<file path="config.mk">
export PLATFORM = sky130hd
export DESIGN_NAME = journal_write_set_tracker_core
export DESIGN_NICKNAME = d
export VERILOG_FILES = /design/src/hw/rtl/jwst_pkg.sv /design/src/hw/rtl/jwst_ram.sv /design/src/hw/rtl/jwst_ctrl.sv /design/src/hw/rtl/jwst_dp.sv /design/src/hw/rtl/journal_write_set_tracker_core.sv
export SDC_FILE = /design/constraint.sdc
export NUM_CORES = 2
export LEC_CHECK = 0
export BUFFER_PORTS_ARGS = -buffer_cell sky130_fd_sc_hd__buf_2
export CORE_MARGIN = 2
export CORE_UTILIZATION = 55
export CTS_BUF_LIST = sky130_fd_sc_hd__clkbuf_8
export DETAILED_ROUTE_END_ITERATION = 16
export PLACE_DENSITY = 0.73
export RECOVER_POWER = 100
export SLEW_MARGIN = 5
export SYNTH_ARGS = -nofsm -noshare
export SYNTH_HDL_FRONTEND = slang
export SYNTH_SLANG_ARGS = --single-unit
</file>
<file path="constraint.sdc">
create_clock -name i_clk -period 7.6 [get_ports i_clk]
set_clock_uncertainty 0.15 [all_clocks]
set_input_delay 0.76 -clock i_clk [delete_from_list [all_inputs] [get_ports i_clk]]
set_output_delay 0.76 -clock i_clk [all_outputs]
set_load 0.02 [all_outputs]
</file>
<file path="src/hw/rtl/jwst_pkg.sv">
// ============================================================================
// jwst_pkg
// Shared types, codes and defaults of the journal write-set tracker.
// ============================================================================
package jwst_pkg;

    localparam int LOG_SLOTS_DEF  = 32;
    localparam int DISKS_DEF      = 2;
    localparam int BLOCK_BITS_DEF = 24;

    localparam int BLOCK_W  = 24;
    localparam int DEVICE_W = 8;
    localparam int STATUS_W = 4;
    localparam int SLOT_W   = 5;
    localparam int OPEN_W   = 6;
    localparam int RESERVE_W = 6;
    localparam int NEED_W   = 13;
    localparam int CFG_DATA_W  = 8;
    localparam int CFG_INDEX_W = 1;

    localparam logic [1:0] CMD_BEGIN = 2'd0;
    localparam logic [1:0] CMD_END   = 2'd1;
    localparam logic [1:0] CMD_WRITE = 2'd2;

    localparam logic [CFG_INDEX_W-1:0] CFG_RESERVE   = 1'd0;
    localparam logic [CFG_INDEX_W-1:0] CFG_ROOT_BASE = 1'd1;

    localparam logic [RESERVE_W-1:0] RESERVE_RST   = 6'd10;
    localparam logic [DEVICE_W-1:0]  ROOT_BASE_RST = 8'd1;

    localparam logic [STATUS_W-1:0] ST_GRANTED = 4'd0;
    localparam logic [STATUS_W-1:0] ST_BLOCKED = 4'd1;
    localparam logic [STATUS_W-1:0] ST_NEW     = 4'd2;
    localparam logic [STATUS_W-1:0] ST_ABSORB  = 4'd3;
    localparam logic [STATUS_W-1:0] ST_ENDED   = 4'd4;
    localparam logic [STATUS_W-1:0] ST_COMMIT  = 4'd5;
    localparam logic [STATUS_W-1:0] ST_EMPTY   = 4'd6;
    localparam logic [STATUS_W-1:0] ST_OUTSIDE = 4'd7;
    localparam logic [STATUS_W-1:0] ST_FULL    = 4'd8;
    localparam logic [STATUS_W-1:0] ST_BAD     = 4'd9;

    typedef struct packed {
        logic [1:0]          command;
        logic [DEVICE_W-1:0] device_number;
        logic [BLOCK_W-1:0]  block_number;
    } t_item;

    typedef struct packed {
        logic [STATUS_W-1:0] status;
        logic [SLOT_W-1:0]   slot_index;
        logic                commit_disk;
        logic [BLOCK_W-1:0]  commit_block;
        logic                last_result;
    } t_result;

    typedef struct packed {
        logic                load;
        logic                need_load;
        logic                emit;
        logic [STATUS_W-1:0] status;
        logic                open_inc;
        logic                open_dec;
        logic                idx_clr;
        logic                disk_clr;
        logic                disk_next;
        logic                rd_issue;
        logic                append;
        logic                counts_clr;
    } t_dp_cmd;

    typedef struct packed {
        logic dev_ok;
        logic open_zero;
        logic open_one;
        logic begin_blocked;
        logic log_full;
        logic counts_zero;
        logic walk_end;
        logic pos_valid;
        logic more_disk;
        logic pend;
        logic match;
    } t_dp_status;

endpackage

</file>
<file path="src/hw/rtl/jwst_ram.sv">
// ============================================================================
// jwst_ram
// Generic single-write, single-read RAM with registered read data.
// ============================================================================
module jwst_ram #(
    parameter int WIDTH = 24,
    parameter int DEPTH = 64
) (
    input  logic                     i_clk,
    input  logic                     i_we,
    input  logic [$clog2(DEPTH)-1:0] i_wr_addr,
    input  logic [WIDTH-1:0]         i_wr_data,
    input  logic [$clog2(DEPTH)-1:0] i_rd_addr,
    output logic [WIDTH-1:0]         o_rd_data
);

    logic [WIDTH-1:0] r_mem [DEPTH];
    logic [WIDTH-1:0] r_rd_data;

    always_ff @(posedge i_clk) begin
        if (i_we) begin
            r_mem[i_wr_addr] <= i_wr_data;
        end
        r_rd_data <= r_mem[i_rd_addr];
    end

    assign o_rd_data = r_rd_data;

endmodule

</file>
<file path="src/hw/rtl/jwst_ctrl.sv">
// ============================================================================
// jwst_ctrl
// Sequencer for begin, end/commit and block-write words.
// ============================================================================
module jwst_ctrl (
    input  logic                 i_clk,
    input  logic                 i_rst_n,
    input  logic                 i_start,
    input  logic [1:0]           i_command,
    input  jwst_pkg::t_dp_status i_status,
    output jwst_pkg::t_dp_cmd    o_cmd,
    output logic                 o_busy
);

    typedef enum logic [7:0] {
        S_IDLE     = 8'b0000_0001,
        S_BEG_MUL  = 8'b0000_0010,
        S_BEG_CHK  = 8'b0000_0100,
        S_END      = 8'b0000_1000,
        S_CM_WALK  = 8'b0001_0000,
        S_CM_DRAIN = 8'b0010_0000,
        S_WR_CHK   = 8'b0100_0000,
        S_WR_WALK  = 8'b1000_0000
    } t_state;

    t_state            r_state;
    t_state            n_state;
    jwst_pkg::t_dp_cmd cmd;

    always_comb begin
        n_state = r_state;
        cmd     = '0;
        case (r_state)
            S_IDLE: begin
                if (i_start) begin
                    cmd.load = 1'b1;
                    case (i_command)
                        jwst_pkg::CMD_BEGIN: n_state = S_BEG_MUL;
                        jwst_pkg::CMD_END:   n_state = S_END;
                        jwst_pkg::CMD_WRITE: n_state = S_WR_CHK;
                        default:             n_state = S_IDLE;
                    endcase
                end
            end
            S_BEG_MUL: begin
                cmd.need_load = 1'b1;
                n_state       = S_BEG_CHK;
            end
            S_BEG_CHK: begin
                cmd.emit = 1'b1;
                if (i_status.begin_blocked) begin
                    cmd.status = jwst_pkg::ST_BLOCKED;
                end else begin
                    cmd.status   = jwst_pkg::ST_GRANTED;
                    cmd.open_inc = 1'b1;
                end
                n_state = S_IDLE;
            end
            S_END: begin
                n_state = S_IDLE;
                if (i_status.open_zero) begin
                    cmd.emit   = 1'b1;
                    cmd.status = jwst_pkg::ST_BAD;
                end else if (!i_status.open_one) begin
                    cmd.emit     = 1'b1;
                    cmd.status   = jwst_pkg::ST_ENDED;
                    cmd.open_dec = 1'b1;
                end else if (i_status.counts_zero) begin
                    cmd.emit     = 1'b1;
                    cmd.status   = jwst_pkg::ST_EMPTY;
                    cmd.open_dec = 1'b1;
                end else begin
                    cmd.open_dec = 1'b1;
                    cmd.idx_clr  = 1'b1;
                    cmd.disk_clr = 1'b1;
                    n_state      = S_CM_WALK;
                end
            end
            S_CM_WALK: begin
                if (i_status.pend) begin
                    cmd.emit   = 1'b1;
                    cmd.status = jwst_pkg::ST_COMMIT;
                end
                if (i_status.pos_valid) begin
                    cmd.rd_issue = 1'b1;
                end else if (i_status.more_disk) begin
                    cmd.disk_next = 1'b1;
                end else begin
                    cmd.counts_clr = 1'b1;
                    n_state        = S_CM_DRAIN;
                end
            end
            S_CM_DRAIN: begin
                if (i_status.pend) begin
                    cmd.emit   = 1'b1;
                    cmd.status = jwst_pkg::ST_COMMIT;
                end
                n_state = S_IDLE;
            end
            S_WR_CHK: begin
                n_state  = S_IDLE;
                cmd.emit = 1'b1;
                if (!i_status.dev_ok) begin
                    cmd.status = jwst_pkg::ST_BAD;
                end else if (i_status.open_zero) begin
                    cmd.status = jwst_pkg::ST_OUTSIDE;
                end else if (i_status.log_full) begin
                    cmd.status = jwst_pkg::ST_FULL;
                end else begin
                    cmd.emit    = 1'b0;
                    cmd.idx_clr = 1'b1;
                    n_state     = S_WR_WALK;
                end
            end
            S_WR_WALK: begin
                if (i_status.match) begin
                    cmd.emit   = 1'b1;
                    cmd.status = jwst_pkg::ST_ABSORB;
                    n_state    = S_IDLE;
                end else if (i_status.walk_end && !i_status.pend) begin
                    cmd.emit   = 1'b1;
                    cmd.status = jwst_pkg::ST_NEW;
                    cmd.append = 1'b1;
                    n_state    = S_IDLE;
                end else if (!i_status.walk_end) begin
                    cmd.rd_issue = 1'b1;
                end
            end
            default: begin
                n_state = S_IDLE;
            end
        endcase
    end

    always_ff @(posedge i_clk) begin
        if (!i_rst_n) begin
            r_state <= S_IDLE;
        end else begin
            r_state <= n_state;
        end
    end

    assign o_cmd  = cmd;
    assign o_busy = (r_state != S_IDLE);

endmodule

</file>
<file path="src/hw/rtl/jwst_dp.sv">
// ============================================================================
// jwst_dp
// Datapath: configuration, open count, per-disk log counts, log RAM walk
// and the result register.
// ============================================================================
module jwst_dp #(
    parameter int LOG_SLOTS  = jwst_pkg::LOG_SLOTS_DEF,
    parameter int DISKS      = jwst_pkg::DISKS_DEF,
    parameter int BLOCK_BITS = jwst_pkg::BLOCK_BITS_DEF
) (
    input  logic                                i_clk,
    input  logic                                i_rst_n,
    input  jwst_pkg::t_item                     i_item,
    input  logic                                i_cfg_we,
    input  logic [jwst_pkg::CFG_INDEX_W-1:0]    i_cfg_index,
    input  logic [jwst_pkg::CFG_DATA_W-1:0]     i_cfg_data,
    input  jwst_pkg::t_dp_cmd                   i_cmd,
    output jwst_pkg::t_dp_status                o_status,
    output logic                                o_valid,
    output jwst_pkg::t_result                   o_result
);

    localparam int CW      = $clog2(LOG_SLOTS + 1);
    localparam int SW      = $clog2(LOG_SLOTS);
    localparam int STORE_W = (BLOCK_BITS < jwst_pkg::BLOCK_W) ? BLOCK_BITS : jwst_pkg::BLOCK_W;
    localparam int DEPTH   = DISKS * LOG_SLOTS;
    localparam int AW      = $clog2(DEPTH);

    logic [jwst_pkg::RESERVE_W-1:0] r_reserve;
    logic [jwst_pkg::DEVICE_W-1:0]  r_base;
    logic [jwst_pkg::OPEN_W-1:0]    r_open;
    logic [CW-1:0]                  r_count [DISKS];
    logic [jwst_pkg::NEED_W-1:0]    r_need;
    logic [STORE_W-1:0]             r_block;
    logic                           r_disk;
    logic                           r_dev_ok;
    logic [CW-1:0]                  r_idx;
    logic                           r_pend;
    logic [SW-1:0]                  r_pend_idx;
    logic                           r_pend_disk;
    logic                           r_pend_last;
    logic                           r_out_valid;
    jwst_pkg::t_result              r_out;

    logic [jwst_pkg::DEVICE_W:0]    dev_diff;
    logic                           dev_ok;
    logic [CW-1:0]                  cnt_sel;
    logic [6:0]                     open_p1;
    logic [jwst_pkg::NEED_W-1:0]    n_need;
    logic                           blocked;
    logic                           counts_zero;
    logic                           more_disk;
    logic                           pend_last;
    logic [STORE_W-1:0]             rd_data;
    logic [AW-1:0]                  rd_addr;
    logic [AW-1:0]                  wr_addr;
    jwst_pkg::t_result              n_out;

    assign dev_diff = {1'b0, i_item.device_number} - {1'b0, r_base};
    assign dev_ok   = !dev_diff[jwst_pkg::DEVICE_W]
                      && (dev_diff[jwst_pkg::DEVICE_W-1:0] < jwst_pkg::DEVICE_W'(DISKS));

    assign cnt_sel   = (DISKS > 1 && r_disk) ? r_count[DISKS-1] : r_count[0];
    assign more_disk = (DISKS > 1) && !r_disk;
    assign open_p1   = {1'b0, r_open} + 7'd1;
    assign n_need    = jwst_pkg::NEED_W'(open_p1) * jwst_pkg::NEED_W'(r_reserve);

    always_comb begin
        blocked     = (r_open == '1);
        counts_zero = 1'b1;
        for (int d = 0; d < DISKS; d++) begin
            if ((14'(r_count[d]) + 14'(r_need)) > 14'(LOG_SLOTS)) begin
                blocked = 1'b1;
            end
            if (r_count[d] != '0) begin
                counts_zero = 1'b0;
            end
        end
    end

    assign pend_last = (({1'b0, r_idx} + 1'b1) >= {1'b0, cnt_sel})
                       && !(more_disk && (r_count[DISKS-1] != '0));

    assign rd_addr = AW'(r_idx[SW-1:0]) + (r_disk ? AW'(LOG_SLOTS) : AW'(0));
    assign wr_addr = AW'(cnt_sel[SW-1:0]) + (r_disk ? AW'(LOG_SLOTS) : AW'(0));

    jwst_ram #(
        .WIDTH (STORE_W),
        .DEPTH (DEPTH)
    ) u_log_ram (
        .i_clk     (i_clk),
        .i_we      (i_cmd.append),
        .i_wr_addr (wr_addr),
        .i_wr_data (r_block),
        .i_rd_addr (rd_addr),
        .o_rd_data (rd_data)
    );

    always_comb begin
        o_status.dev_ok        = r_dev_ok;
        o_status.open_zero     = (r_open == '0);
        o_status.open_one      = (r_open == jwst_pkg::OPEN_W'(1));
        o_status.begin_blocked = blocked;
        o_status.log_full      = (cnt_sel >= CW'(LOG_SLOTS));
        o_status.counts_zero   = counts_zero;
        o_status.walk_end      = (r_idx >= cnt_sel);
        o_status.pos_valid     = (r_idx < cnt_sel);
        o_status.more_disk     = more_disk;
        o_status.pend          = r_pend;
        o_status.match         = r_pend && (rd_data == r_block);
    end

    always_comb begin
        n_out             = '0;
        n_out.status      = i_cmd.status;
        n_out.last_result = 1'b1;
        case (i_cmd.status)
            jwst_pkg::ST_NEW: begin
                n_out.slot_index   = jwst_pkg::SLOT_W'(cnt_sel);
                n_out.commit_disk  = r_disk;
                n_out.commit_block = jwst_pkg::BLOCK_W'(r_block);
            end
            jwst_pkg::ST_ABSORB: begin
                n_out.slot_index   = jwst_pkg::SLOT_W'(r_pend_idx);
                n_out.commit_disk  = r_disk;
                n_out.commit_block = jwst_pkg::BLOCK_W'(r_block);
            end
            jwst_pkg::ST_COMMIT: begin
                n_out.slot_index   = jwst_pkg::SLOT_W'(r_pend_idx);
                n_out.commit_disk  = r_pend_disk;
                n_out.commit_block = jwst_pkg::BLOCK_W'(rd_data);
                n_out.last_result  = r_pend_last;
            end
            jwst_pkg::ST_OUTSIDE, jwst_pkg::ST_FULL: begin
                n_out.commit_disk = r_disk;
            end
            default: begin
                n_out.slot_index = '0;
            end
        endcase
    end

    always_ff @(posedge i_clk) begin
        if (!i_rst_n) begin
            r_reserve   <= jwst_pkg::RESERVE_RST;
            r_base      <= jwst_pkg::ROOT_BASE_RST;
            r_open      <= '0;
            r_pend      <= 1'b0;
            r_out_valid <= 1'b0;
            for (int d = 0; d < DISKS; d++) begin
                r_count[d] <= '0;
            end
        end else begin
            if (i_cfg_we) begin
                case (i_cfg_index)
                    jwst_pkg::CFG_RESERVE:   r_reserve <= i_cfg_data[jwst_pkg::RESERVE_W-1:0];
                    jwst_pkg::CFG_ROOT_BASE: r_base    <= i_cfg_data;
                    default:                 r_base    <= r_base;
                endcase
            end
            if (i_cmd.open_inc) begin
                r_open <= r_open + 1'b1;
            end else if (i_cmd.open_dec) begin
                r_open <= r_open - 1'b1;
            end
            for (int d = 0; d < DISKS; d++) begin
                if (i_cmd.counts_clr) begin
                    r_count[d] <= '0;
                end else if (i_cmd.append && (r_disk == 1'(d))) begin
                    r_count[d] <= r_count[d] + 1'b1;
                end
            end
            r_pend      <= i_cmd.rd_issue;
            r_out_valid <= i_cmd.emit;
        end
    end

    always_ff @(posedge i_clk) begin
        if (i_cmd.load) begin
            r_block  <= i_item.block_number[STORE_W-1:0];
            r_disk   <= dev_diff[0];
            r_dev_ok <= dev_ok;
        end else if (i_cmd.disk_clr) begin
            r_disk <= 1'b0;
        end else if (i_cmd.disk_next) begin
            r_disk <= 1'b1;
        end
        if (i_cmd.need_load) begin
            r_need <= n_need;
        end
        if (i_cmd.idx_clr || i_cmd.disk_next) begin
            r_idx <= '0;
        end else if (i_cmd.rd_issue) begin
            r_idx <= r_idx + 1'b1;
        end
        if (i_cmd.rd_issue) begin
            r_pend_idx  <= r_idx[SW-1:0];
            r_pend_disk <= r_disk;
            r_pend_last <= pend_last;
        end
        if (i_cmd.emit) begin
            r_out <= n_out;
        end
    end

    assign o_valid  = r_out_valid;
    assign o_result = r_out;

endmodule

</file>
<file path="src/hw/rtl/journal_write_set_tracker_core.sv">
// ============================================================================
// journal_write_set_tracker_core
// Write-set tracker of a redo journal over one or two disks with group commit.
// ============================================================================
// A write walks the log of its disk; a commit walks the log of every disk in turn.
// One word at a time: the next word is taken only once the tracker is idle again;
// the serial log RAM walk sets write and commit time.
// Results are strobed for one cycle each; the receiver cannot stall.
// Synchronous active-low reset clears counts and returns config to its defaults; log RAM is not cleared.
module journal_write_set_tracker_core #(
    parameter int LOG_SLOTS  = jwst_pkg::LOG_SLOTS_DEF,
    parameter int DISKS      = jwst_pkg::DISKS_DEF,
    parameter int BLOCK_BITS = jwst_pkg::BLOCK_BITS_DEF
) (
    input  logic                             i_clk,
    input  logic                             i_rst_n,
    input  logic                             start,
    output logic                             busy,
    input  jwst_pkg::t_item                  i_item,
    input  logic                             i_cfg_we,
    input  logic [jwst_pkg::CFG_INDEX_W-1:0] i_cfg_index,
    input  logic [jwst_pkg::CFG_DATA_W-1:0]  i_cfg_data,
    output logic                             o_result_valid,
    output jwst_pkg::t_result                o_result
);

    jwst_pkg::t_dp_cmd    dp_cmd;
    jwst_pkg::t_dp_status dp_status;

    jwst_ctrl u_ctrl (
        .i_clk     (i_clk),
        .i_rst_n   (i_rst_n),
        .i_start   (start),
        .i_command (i_item.command),
        .i_status  (dp_status),
        .o_cmd     (dp_cmd),
        .o_busy    (busy)
    );

    jwst_dp #(
        .LOG_SLOTS  (LOG_SLOTS),
        .DISKS      (DISKS),
        .BLOCK_BITS (BLOCK_BITS)
    ) u_dp (
        .i_clk       (i_clk),
        .i_rst_n     (i_rst_n),
        .i_item      (i_item),
        .i_cfg_we    (i_cfg_we),
        .i_cfg_index (i_cfg_index),
        .i_cfg_data  (i_cfg_data),
        .i_cmd       (dp_cmd),
        .o_status    (dp_status),
        .o_valid     (o_result_valid),
        .o_result    (o_result)
    );

endmodule

</file>
==> qor.csv <==
stage;metric;value;unit
die;Die X;353;µm
grt;total grt overflow;0;
run_status;violated checks;capacitance limit, slew limit;
sta;fin crit share;0.829;
route;via count;33500;
sta;worst rel slew slack;-1.50;
route;DRT Pass-1 Iters;6;
route;Post-route DRC;0;
clock_tree;CTS Buf Count;284;
logic_synthesis;Cell variety after synth;73;
logic_synthesis;fraction of registers with async set/reset;0;
grt;number of global-route vias before repair;33600;
logic_synthesis;Post-synth EDFFs;1629;
power_and_ir_drop;pwr/cell area;303;mW/mm²
logic_synthesis;syn_area_per_cell;21.9;µm²
final_layout;filler instances;8325;
clock_tree;clock sinks;1689;
placement;Placed Instances;4743;
route;Routed WL;164000;µm
final_layout;final std cells w/o fill;5265;
critical_path;critical path launch point type;flip-flop;
route;1st-iter DRT viols;4740;
sta;Max Slew Vio Count;3189;
logic_synthesis;Syn Nets;3196;
grt;Tot GR Track Use;0.265;
clock_tree;H-tree depth;5;
critical_path;CP Data Required Time;7.99;ns
critical_path;worst-path fanout max;38;
die;Initial Util;0.552;
die;# IOs;84;
final_layout;most common cell after layout, fill and taps aside;edfxtp_1;
grt;first-pass GRT wire length;237000;µm
sta;Final Hold Fails;0;
logic_synthesis;Yosys Warn Count;0;
hold_path;Hold Path Class;in2reg;
final_layout;commonest non-fill, non-tap cells in the layout;1629 x edfxtp_1, 505 x mux4_2, 297 x clkbuf_8;
die;Die Y;353;µm
clock_tree;CTS Buffer Depth;4;
final_layout;share of cells above drive strength 1;0.261;
sta;Tightest Pin Transition;3.75;ns
logic_synthesis;Cell Area, Synth;0.0671;mm²
logic_synthesis;cell count after synthesis;3064;
power_and_ir_drop;VDD IR max;0.243;mV
die;die area;0.125;mm²
final_layout;Area growth, synth to finish;11.6;%
logic_synthesis;Synth Flop Type;edfxtp_1;
power_and_ir_drop;Leak;0.0236;µW
placement;detailed placement HPWL;101000;µm
route;WL per Instance;31.2;µm
die;Core ar.;0.121;mm²
route;Routed Antenna Nets;0;
flow_run;max-cap violation count;104;
sta;fin crit period;6.30;ns
sta;final setup violation count;0;
run_status;status;complete, but fails checks;
clock_tree;CTS tree;built;
sta;Final TNS setup;0;ns
final_layout;Final #Nets;3582;
clock_tree;Root Buffer Master;clkbuf_8;
placement;port bufs;83;
critical_path;Crit Path Class;reg2reg;
critical_path;CP Data Arrival Time;6.69;ns
placement;routability cong.;0.894;
logic_synthesis;Seq/Total Area, Yosys;0.747;
logic_synthesis;synthesis-stage register bit count;1689;
grt;largest net degree at the start of global routing;113;
sta;RSZ-0062 raised after global routing;false;
die;row cnt;128;
grt;initial antenna violation count;8;
clock_tree;clk_lat worst skew;0.99;ns
critical_path;CP Capture Type;flip-flop;
sta;Max Clk Rate;0.159;GHz
route;Vias/cell;6.37;
clock_tree;CTS clock-pin slew for the worst setup and hold paths;0.06;ns
[state kept, by name, summed over array words and instances (netlist names), 8 cells and up]
signal,cells
u_ctrl.r_state,8
u_dp.r_block,24
u_dp.r_need,13
u_dp.o_result,35
u_dp.r_count,12
u_dp.u_log_ram.r_mem,1536
u_dp.u_log_ram.o_rd_data,24
u_dp.r_base,8
[repair_timing]
item / 4_1_cts / 5_1_grt
resized for setup: 0 / 0
buffers inserted: 0 / 0
hold buffers: 46 / 0
hold endpoints to repair: 44 / 0
[cells by family after synthesis]
group / after synthesis / synth area share
AOI/OAI and AO/OA: 147 / 0.0155
xor gates and xnor gates: 62 / 0.00810
adders and majority gates: 85 / 0.0185
buffers and inverters: 199 / 0.0120
DFF: 1689 / 0.747
muxes: 519 / 0.172
and+or+nand+nor: 363 / 0.0268
[path summary, 6_finish.rpt]
check | startpoint | to | slack, ns | cells after the start
hold / removal | i_item[28] | u_dp.r_dev_ok | 0.18 | 3
setup / recovery | u_dp.r_disk | u_dp.u_log_ram.r_mem[9][13] | 1.30 | 10
setup reg to reg | u_dp.r_disk | u_dp.u_log_ram.r_mem[9][13] | 1.30 | 10
hold reg to reg | u_dp.r_base[7] | u_dp.r_base[7] | 0.32 | 2
[metrics by stage]
| step | worst slack, ns | hold slack (ns) | instance area [µm²] | utilization | total power [µW] |
|---|---|---|---|---|---|
| 6_report | 1.30 | 0.184 | 74800 | 0.616 | 22700 |
| 5_1_grt | 0.879 | 0.134 | 74800 | 0.616 | 23400 |
| 4_1_cts | 2.00 | 0.0994 | 75400 | 0.621 | 22800 |
| 3_5_place_dp | 1.99 | 0.311 | 70000 | 0.577 | 15600 |
| 3_3_place_gp | 2.26 | 0.300 | 70000 | 0.577 | 15600 |
| 2_1_floorplan | 3.09 | 0.274 | 67100 | - | 14000 |
[cells in the mapped netlist, drive strengths merged (5+ instances only)]
| library cell | number | share of area |
|---|---|---|
| xnor2 | 24 | 0.0031 |
| o21a | 5 | 0.00056 |
| a21oi | 37 | 0.0029 |
| nand2b | 9 | 0.00084 |
| clkbuf | 89 | 0.0050 |
| edfxtp | 1629 | 0.73 |
| buf | 53 | 0.0038 |
| ha | 61 | 0.011 |
| xor2 | 38 | 0.0050 |
| fa | 24 | 0.0072 |
| mux2i | 14 | 0.0021 |
| nor4 | 9 | 0.00084 |
| dfxtp | 60 | 0.018 |
| a22o | 25 | 0.0033 |
| nand2 | 74 | 0.0041 |
| nand4 | 9 | 0.0011 |
| nor2 | 125 | 0.0070 |
| nor3b | 6 | 0.00090 |
| inv | 57 | 0.0032 |
| and2 | 21 | 0.0020 |
| a21o | 9 | 0.0010 |
| o21ai | 32 | 0.0027 |
| or3 | 6 | 0.00056 |
| mux4 | 505 | 0.17 |
| a41oi | 5 | 0.00065 |
| nand3 | 37 | 0.0028 |
| nand3b | 5 | 0.00056 |
| and3 | 10 | 0.00093 |
| nor3 | 19 | 0.0014 |
| nor2b | 15 | 0.0015 |
[cell type report]
class	count	area [µm²]	area share
Inverter	57	214	0.00286
Clock buffer	297	4090	0.0546
Timing Repair Buffer	242	1330	0.0178
Tap cell	1625	2030	0.0272
Clock inverter	174	838	0.0112
Sequential cell	1689	50100	0.670
Antenna cell	5	12.5	0.000167
Multi-Input combinational cell	1176	16200	0.216
[critical path: stages, from the launching register on]
cell	delay (ns)
edfxtp_1	0.57
buf_4	0.50
mux2i_1	0.50
ha_1	0.27
or3_1	0.12
o21ai_0	0.12
a21oi_1	0.27
o21bai_1	0.19
nor3_1	0.63
nand2_1	0.65
nor2_1	1.87
[power by group]
group	internal, µW	switching [µW]
clock	3750	3450
sequential	10700	319
combinational	2000	2510
total	16400	6280
[routing by layer]
metal  track usage  wire (µm)
met5             0          0
met2         0.407      77700
met1         0.377      63300
met3        0.0749      18500
met4        0.0823       4880
Power figures use the tool's default switching activity.
